$ cat src/mva_pkg.sv
// Package for the MIDI voice allocator: sizes, codes, controller states and
// the command/status structs between controller and datapath. No dependencies.
`default_nettype none
package mva_pkg;
  localparam int FM_VOICES = 6;
  localparam int PSG_TONE_VOICES = 3;
  localparam int NOISE_VOICE = FM_VOICES + PSG_TONE_VOICES;
  localparam int NUM_VOICES = NOISE_VOICE + 1;
  localparam int LAST_TONE = FM_VOICES + PSG_TONE_VOICES - 1;
  localparam int NUM_CHANNELS = 16;
  localparam int MAX_PERCUSSION_VOICES = 2;
  localparam logic [3:0] PERCUSSION_CHANNEL = 4'd9;
  localparam logic [4:0] UNASSIGNED = 5'd16;
  localparam logic [6:0] PROG_SQ_A = 7'd80;
  localparam logic [6:0] PROG_SQ_B = 7'd89;
  localparam logic [6:0] PROG_SQ_C = 7'd99;
  localparam int VW = 4;

  localparam logic [1:0] CMD_NOTE_ON  = 2'd0;
  localparam logic [1:0] CMD_NOTE_OFF = 2'd1;
  localparam logic [1:0] CMD_PROGRAM  = 2'd2;
  localparam logic [1:0] CMD_DEVICE   = 2'd3;

  localparam logic [1:0] RES_ON   = 2'd0;
  localparam logic [1:0] RES_OFF  = 2'd1;
  localparam logic [1:0] RES_DROP = 2'd2;
  localparam logic [1:0] RES_ACK  = 2'd3;

  localparam logic [1:0] MODE_AUTO  = 2'd0;
  localparam logic [1:0] MODE_FM    = 2'd1;
  localparam logic [1:0] MODE_TONE  = 2'd2;
  localparam logic [1:0] MODE_NOISE = 2'd3;

  typedef enum logic [3:0] {
    ST_IDLE, ST_DISPATCH, ST_PERC, ST_OWN, ST_SQUARE, ST_FIRST, ST_FREE,
    ST_STEAL, ST_ANY, ST_OFF, ST_EMIT, ST_WAIT
  } state_t;

  // controller -> datapath
  typedef struct packed {
    logic          load;     // capture input word
    logic          scan_clr; // voice counter to scan start
    logic          scan_inc;
    logic [1:0]    scan_sel; // 0: lo, 1: FM_VOICES, 2: 0, 3: steal lo
    logic          perc_clr;
    logic          perc_acc;
    logic          pick;     // latch found voice
    logic          assign_v; // start the picked voice
    logic          release_v;// release the voice under the counter
    logic          wr_prog;
    logic          wr_mode;
    logic          set_first;
    logic          emit;     // load output register
    logic [1:0]    emit_res;
    logic          emit_last;
  } cmd_t;

  // datapath -> controller
  typedef struct packed {
    logic [1:0] command;   // velocity-zero note on already folded to off
    logic       is_perc;
    logic       perc_full;
    logic       square;
    logic       stick;
    logic       own_hit;   // owned and usable at counter
    logic       free_hit;  // usable at counter
    logic       steal_hit;
    logic       owner_hit; // owner == channel at counter
    logic       off_hit;
    logic       off_more;  // another off match above the counter
    logic       at_hi;     // counter == hi (inclusive end)
    logic       at_hi_x;   // counter >= hi (exclusive end)
    logic       sq_end;
    logic       sh_end;    // counter == steal hi
    logic       vend;      // counter == last voice
    logic       first_ok;
    logic       any_off;   // an off result was sent
    logic       out_busy;
  } sts_t;
endpackage
`default_nettype wire

$ cat src/mva_datapath.sv
// Datapath of the voice allocator: voice and channel tables, scan counter,
// output register. Depends on mva_pkg.
`default_nettype none
module mva_datapath import mva_pkg::*; (
  input  wire logic        clk,
  input  wire logic        rst_n,
  input  wire cmd_t        cmd,
  output sts_t             sts,
  input  wire logic [1:0]  in_command,
  input  wire logic [3:0]  in_channel,
  input  wire logic [6:0]  in_pitch,
  input  wire logic [6:0]  in_data,
  input  wire logic        stick_cfg,
  output logic             out_valid,
  input  wire logic        out_ready,
  output logic [1:0]       out_res,
  output logic [VW-1:0]    out_voice,
  output logic [6:0]       out_pitch,
  output logic [6:0]       out_vel,
  output logic             out_last
);
  logic [4:0] owner_r [NUM_VOICES];
  logic [NUM_VOICES-1:0] snd_r;
  logic [6:0] vpitch_r [NUM_VOICES];
  logic [6:0] prog_r [NUM_CHANNELS];
  logic [1:0] mode_r [NUM_CHANNELS];
  logic [1:0] cmd_r;
  logic [3:0] ch_r;
  logic [6:0] p_r, d_r;
  logic [VW-1:0] v_r, pick_r, slo_r, shi_r;
  logic [3:0] perc_r;
  logic first_ok_r, sent_r, ov_r;
  logic [VW-1:0] lo, hi;
  logic [1:0] mode;
  logic usable, owned;
  logic off_more;
  logic [VW:0] ov_v;

  assign mode = mode_r[ch_r];
  always_comb begin
    unique case (mode)
      MODE_AUTO: begin lo = '0; hi = VW'(LAST_TONE); end
      MODE_FM: begin lo = '0; hi = VW'(FM_VOICES - 1); end
      MODE_TONE: begin lo = VW'(FM_VOICES); hi = VW'(LAST_TONE); end
      default: begin lo = VW'(NOISE_VOICE); hi = VW'(NOISE_VOICE); end
    endcase
  end
  assign owned = owner_r[v_r] == {1'b0, ch_r};
  assign usable = !snd_r[v_r] &&
                  !(v_r >= VW'(FM_VOICES) && ch_r == PERCUSSION_CHANNEL);

  always_comb begin
    off_more = 1'b0;
    for (int i = 0; i < NUM_VOICES; i++)
      if (VW'(i) > v_r && snd_r[i] && owner_r[i] == {1'b0, ch_r} && vpitch_r[i] == p_r)
        off_more = 1'b1;
  end

  always_comb begin
    sts.command = (cmd_r == CMD_NOTE_ON && d_r == '0) ? CMD_NOTE_OFF : cmd_r;
    sts.is_perc = ch_r == PERCUSSION_CHANNEL;
    sts.perc_full = perc_r >= 4'(MAX_PERCUSSION_VOICES);
    sts.square = prog_r[ch_r] == PROG_SQ_A || prog_r[ch_r] == PROG_SQ_B ||
                 prog_r[ch_r] == PROG_SQ_C;
    sts.stick = stick_cfg;
    sts.own_hit = owned && usable;
    sts.free_hit = usable;
    sts.steal_hit = owned &&
                    !(v_r >= VW'(FM_VOICES) && ch_r == PERCUSSION_CHANNEL);
    sts.owner_hit = owned;
    sts.off_hit = snd_r[v_r] && owned && vpitch_r[v_r] == p_r;
    sts.off_more = off_more;
    sts.at_hi = v_r == hi;
    sts.at_hi_x = v_r >= hi;
    sts.sq_end = v_r >= VW'(LAST_TONE);
    sts.sh_end = v_r == shi_r;
    sts.vend = v_r == VW'(NUM_VOICES - 1);
    sts.first_ok = first_ok_r;
    sts.any_off = sent_r;
    sts.out_busy = ov_r;
  end

  always_ff @(posedge clk) begin
    if (cmd.load) begin
      cmd_r <= in_command; ch_r <= in_channel; p_r <= in_pitch; d_r <= in_data;
    end
    if (cmd.scan_clr) begin
      unique case (cmd.scan_sel)
        2'd0: v_r <= lo;
        2'd1: v_r <= VW'(FM_VOICES);
        2'd2: v_r <= '0;
        default: v_r <= cmd.set_first ?
                        ((v_r < VW'(FM_VOICES)) ? '0 : VW'(FM_VOICES)) : slo_r;
      endcase
    end else if (cmd.scan_inc) begin
      v_r <= v_r + 1'b1;
    end
    if (cmd.pick) pick_r <= v_r;
    if (cmd.set_first) begin
      if (v_r < VW'(FM_VOICES)) begin slo_r <= '0; shi_r <= VW'(FM_VOICES - 1); end
      else begin slo_r <= VW'(FM_VOICES); shi_r <= VW'(LAST_TONE); end
    end else if (cmd.load) begin
      slo_r <= '0; shi_r <= '0;
    end
    if (cmd.emit) begin
      out_res <= cmd.emit_res;
      out_voice <= (cmd.emit_res == RES_ON) ? pick_r :
                   (cmd.emit_res == RES_OFF) ? v_r : '0;
      out_pitch <= (cmd.emit_res == RES_ACK) ? '0 : p_r;
      out_vel <= (cmd.emit_res == RES_ON) ? d_r : '0;
      out_last <= cmd.emit_last;
    end
  end

  always_ff @(posedge clk) begin
    if (!rst_n) begin
      for (int i = 0; i < NUM_VOICES; i++) begin
        owner_r[i] <= UNASSIGNED; vpitch_r[i] <= '0;
      end
      for (int i = 0; i < NUM_CHANNELS; i++) begin
        prog_r[i] <= '0; mode_r[i] <= MODE_AUTO;
      end
      snd_r <= '0; ov_r <= 1'b0; perc_r <= '0; first_ok_r <= 1'b0; sent_r <= 1'b0;
    end else begin
      if (cmd.emit) ov_r <= 1'b1;
      else if (out_ready) ov_r <= 1'b0;
      if (cmd.perc_clr) perc_r <= '0;
      else if (cmd.perc_acc && snd_r[v_r] && owner_r[v_r] == {1'b0, PERCUSSION_CHANNEL})
        perc_r <= perc_r + 1'b1;
      if (cmd.load) begin first_ok_r <= 1'b0; sent_r <= 1'b0; end
      else if (cmd.set_first) first_ok_r <= 1'b1;
      if (cmd.release_v) sent_r <= 1'b1;
      if (cmd.assign_v) begin
        owner_r[pick_r] <= {1'b0, ch_r}; vpitch_r[pick_r] <= p_r;
        snd_r[pick_r] <= 1'b1;
      end
      if (cmd.release_v) begin
        snd_r[v_r] <= 1'b0; vpitch_r[v_r] <= '0;
      end
      if (cmd.wr_prog) prog_r[ch_r] <= d_r;
      if (cmd.wr_mode && d_r <= 7'd3) mode_r[ch_r] <= d_r[1:0];
    end
  end
  assign ov_v = {1'b0, pick_r};
  assign out_valid = ov_r && (ov_v[VW] == 1'b0);
endmodule
`default_nettype wire

$ cat src/mva_ctrl.sv
// Voice allocator controller: sequences result output and voice searches,
// one voice per cycle unless a note-off waits on output. Depends on mva_pkg.
`default_nettype none
module mva_ctrl import mva_pkg::*; (
  input  wire logic clk,
  input  wire logic rst_n,
  input  wire logic in_valid,
  output logic      in_ready,
  input  wire logic out_ready,
  input  wire sts_t sts,
  output cmd_t      cmd
);
  state_t state_r, state_nxt;
  logic   done_r, done_nxt; // a search picked a voice for this event

  always_ff @(posedge clk) begin
    if (!rst_n) begin state_r <= ST_IDLE; done_r <= 1'b0; end
    else begin state_r <= state_nxt; done_r <= done_nxt; end
  end

  always_comb begin
    logic can_emit;
    can_emit = !sts.out_busy || out_ready;
    cmd = '0;
    state_nxt = state_r;
    done_nxt = done_r;
    in_ready = 1'b0;
    unique case (state_r)
      ST_IDLE: begin
        in_ready = 1'b1;
        if (in_valid) begin cmd.load = 1'b1; state_nxt = ST_DISPATCH; end
      end
      ST_DISPATCH: begin
        cmd.scan_clr = 1'b1;
        unique case (sts.command)
          CMD_NOTE_ON: begin
            cmd.perc_clr = 1'b1;
            if (sts.is_perc) begin cmd.scan_sel = 2'd2; state_nxt = ST_PERC; end
            else begin cmd.scan_sel = 2'd0; state_nxt = ST_OWN; end
          end
          CMD_NOTE_OFF: begin cmd.scan_sel = 2'd2; state_nxt = ST_OFF; end
          CMD_PROGRAM: begin cmd.wr_prog = 1'b1; state_nxt = ST_EMIT; end
          default: begin cmd.wr_mode = 1'b1; state_nxt = ST_EMIT; end
        endcase
      end
      ST_PERC: begin
        cmd.perc_acc = 1'b1; cmd.scan_inc = 1'b1;
        if (sts.vend) begin
          cmd.scan_clr = 1'b1; cmd.scan_sel = 2'd0; state_nxt = ST_OWN;
        end
      end
      ST_OWN: begin
        if (sts.perc_full) state_nxt = ST_EMIT;
        else if (sts.own_hit) begin cmd.pick = 1'b1; state_nxt = ST_EMIT; end
        else if (sts.at_hi) begin
          cmd.scan_clr = 1'b1;
          if (sts.square) begin cmd.scan_sel = 2'd1; state_nxt = ST_SQUARE; end
          else if (sts.stick) begin cmd.scan_sel = 2'd2; state_nxt = ST_FIRST; end
          else begin cmd.scan_sel = 2'd0; state_nxt = ST_FREE; end
        end else cmd.scan_inc = 1'b1;
      end
      ST_SQUARE: begin
        if (!sts.sq_end && sts.free_hit) begin cmd.pick = 1'b1; state_nxt = ST_EMIT; end
        else if (sts.sq_end) begin
          cmd.scan_clr = 1'b1;
          if (sts.stick) begin cmd.scan_sel = 2'd2; state_nxt = ST_FIRST; end
          else begin cmd.scan_sel = 2'd0; state_nxt = ST_FREE; end
        end else cmd.scan_inc = 1'b1;
      end
      ST_FIRST: begin
        if (sts.owner_hit) begin
          cmd.set_first = 1'b1; cmd.scan_clr = 1'b1; cmd.scan_sel = 2'd3;
          state_nxt = ST_FREE;
        end else if (sts.vend) begin
          cmd.scan_clr = 1'b1; cmd.scan_sel = 2'd0; state_nxt = ST_ANY;
        end else cmd.scan_inc = 1'b1;
      end
      ST_FREE: begin
        // range: mode range, or the device range of the first owned voice
        if (sts.free_hit) begin cmd.pick = 1'b1; state_nxt = ST_EMIT; end
        else if (sts.stick ? sts.sh_end : sts.at_hi) begin
          cmd.scan_clr = 1'b1;
          cmd.scan_sel = sts.stick ? 2'd3 : 2'd0;
          state_nxt = ST_STEAL;
        end else cmd.scan_inc = 1'b1;
      end
      ST_STEAL: begin
        if (sts.steal_hit) begin cmd.pick = 1'b1; state_nxt = ST_EMIT; end
        else if (sts.stick ? sts.sh_end : sts.at_hi) begin
          cmd.scan_clr = 1'b1; cmd.scan_sel = 2'd0; state_nxt = ST_ANY;
        end else cmd.scan_inc = 1'b1;
      end
      ST_ANY: begin
        if (sts.at_hi_x) state_nxt = ST_EMIT;
        else if (sts.free_hit) begin cmd.pick = 1'b1; state_nxt = ST_EMIT; end
        else cmd.scan_inc = 1'b1;
      end
      ST_OFF: begin
        if (sts.off_hit) begin
          if (can_emit) begin
            cmd.release_v = 1'b1; cmd.emit = 1'b1; cmd.emit_res = RES_OFF;
            cmd.emit_last = sts.vend || !sts.off_more;
            if (cmd.emit_last) state_nxt = ST_WAIT; else cmd.scan_inc = 1'b1;
          end
        end else if (sts.vend) state_nxt = sts.any_off ? ST_WAIT : ST_EMIT;
        else cmd.scan_inc = 1'b1;
      end
      ST_EMIT: begin
        // pick latched on the cycle a search hit; done_r marks that
        if (can_emit) begin
          cmd.emit = 1'b1; cmd.emit_last = 1'b1;
          if (sts.command == CMD_NOTE_ON) begin
            cmd.emit_res = done_r ? RES_ON : RES_DROP;
            cmd.assign_v = done_r;
          end else cmd.emit_res = RES_ACK;
          state_nxt = ST_WAIT;
        end
      end
      ST_WAIT: begin
        done_nxt = 1'b0;
        if (can_emit) state_nxt = ST_IDLE;
      end
      default: state_nxt = ST_IDLE;
    endcase
    if (cmd.pick) done_nxt = 1'b1;
    if (state_r == ST_IDLE) done_nxt = 1'b0;
  end
endmodule
`default_nettype wire

$ cat src/midi_voice_allocator.sv
// Searches visit one voice a cycle; the note-off search holds on a match while
// the output is busy. One event at a time: the next event is accepted in the idle
// state, once the last result word of the previous event has been taken.
// Reset (rst_n, synchronous): all voices free and unassigned, programs 0, modes auto.
// Top level: APB register stick_to_device_type at address 0. Depends on mva_pkg.
`default_nettype none
module midi_voice_allocator import mva_pkg::*; (
  input  wire logic        clk,
  input  wire logic        rst_n,
  input  wire logic        in_tvalid,
  output logic             in_tready,
  // command[1:0], midi_channel[5:2], pitch[12:6], data_value[19:13]
  input  wire logic [23:0] in_tdata,
  output logic             out_tvalid,
  input  wire logic        out_tready,
  // event_res[1:0], voice_index[5:2], note_pitch[12:6], note_velocity[19:13]
  output logic [23:0]      out_tdata,
  output logic             out_tlast,
  input  wire logic        cfg_psel,
  input  wire logic        cfg_penable,
  input  wire logic        cfg_pwrite,
  input  wire logic [1:0]  cfg_paddr,
  input  wire logic [31:0] cfg_pwdata,
  output logic [31:0]      cfg_prdata,
  output logic             cfg_pready
);
  cmd_t cmd;
  sts_t sts;
  logic stick_r;
  logic [1:0] res;
  logic [VW-1:0] voice;
  logic [6:0] pch, vel;

  assign cfg_pready = 1'b1;
  always_ff @(posedge clk) begin
    if (!rst_n) stick_r <= 1'b0;
    else if (cfg_psel && cfg_penable && cfg_pwrite && cfg_paddr == 2'd0)
      stick_r <= cfg_pwdata[0];
  end
  assign cfg_prdata = (cfg_paddr == 2'd0) ? {31'd0, stick_r} : 32'd0;

  mva_ctrl u_ctrl (
    .clk, .rst_n, .in_valid(in_tvalid), .in_ready(in_tready),
    .out_ready(out_tready), .sts, .cmd
  );
  mva_datapath u_dp (
    .clk, .rst_n, .cmd, .sts,
    .in_command(in_tdata[1:0]), .in_channel(in_tdata[5:2]),
    .in_pitch(in_tdata[12:6]), .in_data(in_tdata[19:13]),
    .stick_cfg(stick_r), .out_valid(out_tvalid), .out_ready(out_tready),
    .out_res(res), .out_voice(voice), .out_pitch(pch), .out_vel(vel),
    .out_last(out_tlast)
  );
  assign out_tdata = {4'd0, vel, pch, voice, res};
endmodule
`default_nettype wire

$ cat config.mk
export PLATFORM = sky130hd
export DESIGN_NAME = midi_voice_allocator
export DESIGN_NICKNAME = d
export VERILOG_FILES = /design/src/mva_pkg.sv /design/src/mva_datapath.sv /design/src/mva_ctrl.sv /design/src/midi_voice_allocator.sv
export SDC_FILE = /design/constraint.sdc
export NUM_CORES = 1
export LEC_CHECK = 0
export BUFFER_PORTS_ARGS = -buffer_cell sky130_fd_sc_hd__buf_2
export CAP_MARGIN = 10
export CORE_MARGIN = 2
export CORE_UTILIZATION = 50
export CTS_BUF_LIST = sky130_fd_sc_hd__clkbuf_8 sky130_fd_sc_hd__clkbuf_16
export DETAILED_ROUTE_END_ITERATION = 12
export HOLD_SLACK_MARGIN = 0.15
export PLACE_DENSITY = 0.76
export SLEW_MARGIN = 20
export SYNTH_ARGS = -nofsm -noshare
export SYNTH_HDL_FRONTEND = slang
export SYNTH_HIERARCHICAL = 1
export SYNTH_SLANG_ARGS = --single-unit
export TNS_END_PERCENT = 20
$ cat constraint.sdc
create_clock -name clk -period 6.27 [get_ports clk]
set_clock_uncertainty 0.1 [all_clocks]
set_input_delay 0.3135 -clock clk [delete_from_list [all_inputs] [get_ports clk]]
set_output_delay 0.3135 -clock clk [all_outputs]
set_load 0.02 [all_outputs]
==> metrics.csv, run 1 <==
metric,value,unit
nFillCells,3423,
cts_tree,yes,
core,0.0419,mm2
die_h,210,um
finish.utilization,0.557,
grt_pass1_vias,14300,
grt_max_degree,41,
grt_pass1_wl,84700,um
fin_nets,1911,
drt_iter0_markers,1621,
drc,0,
hold_violations,0,
setup_viol,0,
cts_buffers,42,
portBuffers,53,
ir_drop,0.000316,V
synth_area,0.0211,mm2
vias,14700,
leakage,8.71,nW
period_minus_slack,4.89,ns
total_power,8.46,mW
post-dp-hpwl,39300,um
pre_cts_ws,1.48,ns
r2r_end,u_dp/v_r[1],
tightest_slew,1.04,ns
tns,0,ns
start_util,0.505,
max-slew-margin-rel,0.308,
worstPathRequired,6.47,ns
yosysWarningCount,6,
die_x,210,um
critical_path.max_fanout,27,
crit_type,flop to flop,
drive_above_1_share,0.147,
cts_root_buffer,clkbuf_16,
whs_endpoint,u_ctrl/state_r[3],
gr-total-overflow,0,
io_pins,125,
antenna_cells,0,
drt-pass1-iter-count,6,
syn_area_per_cell,11.6,um2
dieArea,0.0439,mm2
clock-sinks,417,
ff2ff_path_depth,12,
std_cell_rows,75,
cap_viol_max_count,0,
synthCells,1819,
worst_ep_arrival_time,5.08,ns
antenna_found_initial,0,
min_from,in_tvalid,
hp-class,input port to flop,
start_kind,flop,
fin_ws,1.38,ns
wl,55800,um
min_period_over_period,0.779,
hold_depth,5,
vias_per_cell,6.11,
clock.fmax,205,MHz
power_density,363,mW/mm2
clk_path_buf_depth,3,
gp_congestion,0.943,
track_usage,0.252,
cp-end-kind,flop,
wl_per_cell,23.2,um
finalMaxSlewViolations,0,
status,"finished, final reports clean",
multi_input_area,0.00904,mm2
syn_to_final_growth,10.3,%
seqCellArea,0.0111,mm2
ant_nets,0,
cts.clk_slew.worst_paths,0.06,ns
reg2reg_slack,1.38,ns
cts_max_level,2,
rsz0062_at_grt,no,
fin_hold_ws,0.333,ns
clock_latency,0.57,ns
==> routing by layer <==
layer | vias to the layer above | track usage | routed length [um]
met1 | 7287 | 0.326 | 21800
met3 | 152 | 0.0347 | 4300
li1 | 6550 | - | -
met4 | 0 | 0.110 | 2510
met2 | 739 | 0.426 | 27200
met5 | - | 0 | 0
==> cell usage in the layout (no fill, tap or decap), types with 49 or more instances in the layout <==
cell,n
mux2i_1,74
buf_2,53
mux4_2,85
a22oi_1,71
and2_1,176
xor2_1,66
edfxtp_1,275
nor2_1,229
dfxtp_1,139
inv_1,65
xnor2_1,49
==> critical path, stage by stage (launching register included) <==
cell and delay [ns]:
dfxtp_2 0.76, buf_4 0.54, mux4_2 0.44, mux2_2 0.31, mux2i_1 0.20, xor2_1 0.25
o2111ai_1 0.27, nor4_1 0.27, buf_4 0.22, o22ai_1 0.12, a22oi_1 0.36, nand4_1 0.33
or2_2 0.42
==> flip-flops by register name, summed over array words and instances, names as in the netlist, 4 cells and up, named ones only <==
register        cells
u_ctrl/state_r      4
u_dp/ch_r           4
u_dp/d_r            7
u_dp/mode_r        32
u_dp/out_pitch      7
u_dp/out_vel        7
u_dp/out_voice      4
u_dp/owner_r       80
u_dp/p_r            7
u_dp/perc_r         4
u_dp/pick_r         4
u_dp/prog_r       112
u_dp/snd_r         10
u_dp/v_r            4
u_dp/vpitch_r     112
==> layout make-up <==
cell class | count | share of cell area
sequential | 417 | 0.476
multi-input combinational | 1207 | 0.388
clock buffer | 49 | 0.0512
timing repair buffer | 115 | 0.0340
tap | 539 | 0.0289
clock inverter | 28 | 0.0129
inverter | 54 | 0.00870
==> power breakdown <==
group          switching [mW]  total [mW]  internal [mW]
combinational            1.32        2.24          0.920
sequential              0.394        3.52           3.12
clock                    1.06        2.70           1.64
==> timing repair <==
action,CTS,global route
gates resized for setup,0,0
hold buffers,25,0
setup buffers,0,0
endpoints found under the hold margin,35,0
setup endpoints to repair,0,0
==> worst max path at each step <==
stage | start | to | cells after the start
floorplan | flop | u_dp/v_r[0] | 13
global placement | flop | u_dp/vpitch_r[11][2] | 12
detailed placement | flop | u_dp/vpitch_r[11][1] | 13
CTS | flop | u_dp/v_r[2] | 12
global route | flop | u_dp/v_r[0] | 13
finish | flop | u_dp/v_r[1] | 12
==> metrics by stage <==
step / cells / cell area, um2
2_1_floorplan: 1853 / 21200
3_3_place_gp: 2307 / 21600
3_5_place_dp: 2307 / 21600
4_1_cts: 2409 / 23300
5_1_grt: 2409 / 23300
6_report: 2409 / 23300
No activity file was read; power rests on OpenSTA's default activity.
==> inputs of run 2 (changes only) <==
--- a/config.mk
+++ b/config.mk
@@ -12,7 +12,7 @@
 export CTS_BUF_LIST = sky130_fd_sc_hd__clkbuf_8 sky130_fd_sc_hd__clkbuf_16
 export DETAILED_ROUTE_END_ITERATION = 12
 export HOLD_SLACK_MARGIN = 0.15
-export PLACE_DENSITY = 0.76
+export PLACE_DENSITY = 0.78
 export SLEW_MARGIN = 20
 export SYNTH_ARGS = -nofsm -noshare
 export SYNTH_HDL_FRONTEND = slang
==> constraint.sdc (replaced) <==
create_clock -name clk -period 4 [get_ports clk]
set_clock_uncertainty 0.1 [all_clocks]
set_input_delay 0.2 -clock clk [delete_from_list [all_inputs] [get_ports clk]]
set_output_delay 0.2 -clock clk [all_outputs]
set_load 0.02 [all_outputs]
==> metrics.csv, run 2 (synthesis results as in run 1) <==
metric,value,unit,change
max-slew-margin-rel,0.351,,was 0.308
cts_root_buffer,clkbuf_16,,unchanged
drt_iter0_markers,1745,,was 1621
reg2reg_slack,0.03,ns,was 1.38 ns
min_period_over_period,0.992,,was 0.779
path_cells,buf_4 -> mux4_2 -> mux4_2 -> xor2_1 -> a31oi_2 -> o2111ai_2 -> nor4_2 -> buf_4 -> buf_4 -> o22ai_1 -> buf_4 -> a32oi_1 -> a41oi_1 -> a311oi_2,,was buf_4 -> mux4_2 -> mux2_2 -> mux2i_1 -> xor2_1 -> o2111ai_1 -> nor4_1 -> buf_4 -> o22ai_1 -> a22oi_1 -> nand4_1 -> or2_2
vias_per_cell,6.08,,was 6.11
clock_latency,0.57,ns,about the same
most-common-layout-cells,"275 x edfxtp_1, 225 x nor2_1, 176 x and2_1, 152 x buf_4, 137 x dfxtp_1",,"was 275 x edfxtp_1, 229 x nor2_1, 176 x and2_1, 139 x dfxtp_1, 85 x mux4_2"
die_h,210,um,unchanged
vias,15500,,was 14700
crit_path_max_incr_delay,0.52,ns,was 0.76 ns
portBuffers,53,,unchanged
drt-pass1-iter-count,9,,was 6
cap_viol_max_count,0,,unchanged
clock.fmax,252,MHz,was 205 MHz
wl_per_cell,23.6,um,was 23.2 um
syn_to_final_growth,16.5,%,was 10.3%
power_density,572,mW/mm2,was 363 mW/mm2
clk_path_buf_depth,3,,unchanged
hold_violations,0,,unchanged
dieArea,0.0439,mm2,unchanged
gp_congestion,0.948,,was 0.943
setup_viol,0,,unchanged
finish.utilization,0.588,,was 0.557
layout_commonest_cell,edfxtp_1,,unchanged
gr-total-overflow,0,,unchanged
core,0.0419,mm2,unchanged
fin_nets,2041,,was 1911
tightest_slew,0.964,ns,was 1.04 ns
grt_pass1_wl,90000,um,was 84700 um
worstPathRequired,4.37,ns,was 6.47 ns
critical_path.max_fanout,6,,was 27
r2r_end,u_ctrl/state_r[1],,was u_dp/v_r[1]
critPathSlowestCell,mux4_2,,was dfxtp_2
largest_registers,"u_dp/prog_r: 112 flops, u_dp/vpitch_r: 112 flops, u_dp/owner_r: 80 flops",,unchanged
cp_num_buf_inv,4,,was 2
period_minus_slack,3.97,ns,was 4.89 ns
post-dp-hpwl,42700,um,was 39300 um
track_usage,0.270,,was 0.252
status,"finished, final reports clean",,unchanged
ff2ff_path_depth,14,,was 12
grt_max_degree,37,,was 41
cts_buffers,44,,was 42
start_util,0.505,,unchanged
start_kind,flop,,unchanged
finalMaxSlewViolations,0,,unchanged
layout.cells.non_filler,2543,,was 2409
grt_pass1_vias,15100,,was 14300
crit_family,compound AO/OA/AOI/OAI gates,,was simple AND/OR/NAND/NOR gates
clock-sinks,417,,unchanged
nFillCells,3319,,was 3423
endpoint,u_ctrl/state_r[1],,was u_dp/v_r[1]
drc,0,,unchanged
cts.clk_slew.worst_paths,0.06,ns,about the same
antenna_found_initial,2,,was 0
std_cell_rows,75,,unchanged
dp_cells,2425,,was 2307
ant_nets,0,,unchanged
crit_path_frequent_cell,buf_4,,unchanged
cts_tree,yes,,unchanged
wl,60100,um,was 55800 um
drive_above_1_share,0.217,,was 0.147
ir_drop,0.000494,V,was 0.000316 V
worst_ep_arrival_time,4.33,ns,was 5.08 ns
die_x,210,um,unchanged
io_pins,125,,unchanged
leakage,9.40,nW,was 8.71 nW
crit_type,flop to flop,,unchanged
cp_num_cells,14,,was 12
cts_max_level,2,,unchanged
hp-class,input port to flop,,unchanged
cp-end-kind,flop,,unchanged
[run 2: per-layer routing]
layer / wire length [um] / global-route usage / up-vias
met5: 9 / 0 / -
met4: 3450 / 0.138 / 2
met1: 23300 / 0.348 / 7665
met2: 28300 / 0.439 / 804
met3: 4990 / 0.0492 / 186
li1: - / - / 6811
[run 2: area by class of cell]
cell class	count	area, um2	area share
Sequential cell	417	11100	0.452
Multi-Input combinational cell	1207	9140	0.371
Timing Repair Buffer	243	1930	0.0785
Clock buffer	52	1230	0.0501
Tap cell	539	674	0.0274
Clock inverter	30	305	0.0124
Inverter	54	203	0.00824
Antenna cell	1	2.50	0.000102
[run 2: how the worst min path moves through the flow]
stage	start	to	slack, ns	cells after the start
floorplan	in_tdata[2]	u_dp/ch_r[0]	0.20	0
global placement	in_tdata[1]	u_dp/cmd_r[1]	0.28	1
detailed placement	in_tdata[6]	u_dp/p_r[0]	0.28	1
CTS	in_tvalid	u_dp/ch_r[3]	0.20	2
global route	in_tvalid	u_dp/ch_r[3]	0.23	2
finish	in_tvalid	u_dp/ch_r[3]	0.21	2
[run 2: repair_timing]
item | 4_1_cts | 5_1_grt
setup buffers | 0 | 11
setup endpoints to repair | 152 | 144
pin swaps | 0 | 7
hold endpoints to repair | 26 | 0
cloned | 0 | 1
resized for setup | 7 | 30
hold buffers | 23 | 0
[run 2: report_power, final]
| part | internal (mW) | switching [mW] | leakage [nW] |
|---|---|---|---|
| Sequential | 4.90 | 0.462 | 3.95 |
| Clock | 2.58 | 1.73 | 0.784 |
| Combinational | 1.91 | 2.50 | 4.68 |
[run 2: per-stage QoR]
step / cell area [um2] / power [mW] / worst slack, ns / TNS (ns) / hold WS (ns)
after floorplan: 21200 / 8.10 / 0.104 / 0 / 0.199
after detailed placement: 22600 / 9.46 / -0.346 / -31.89 / 0.278
after global placement: 22600 / 9.39 / -0.209 / -13.41 / 0.277
final: 24600 / 14.1 / 0.0337 / 0 / 0.209
after global routing: 24600 / 14.6 / -0.0982 / -3.95 / 0.230
after CTS: 24400 / 13.8 / 0.00101 / 0 / 0.197
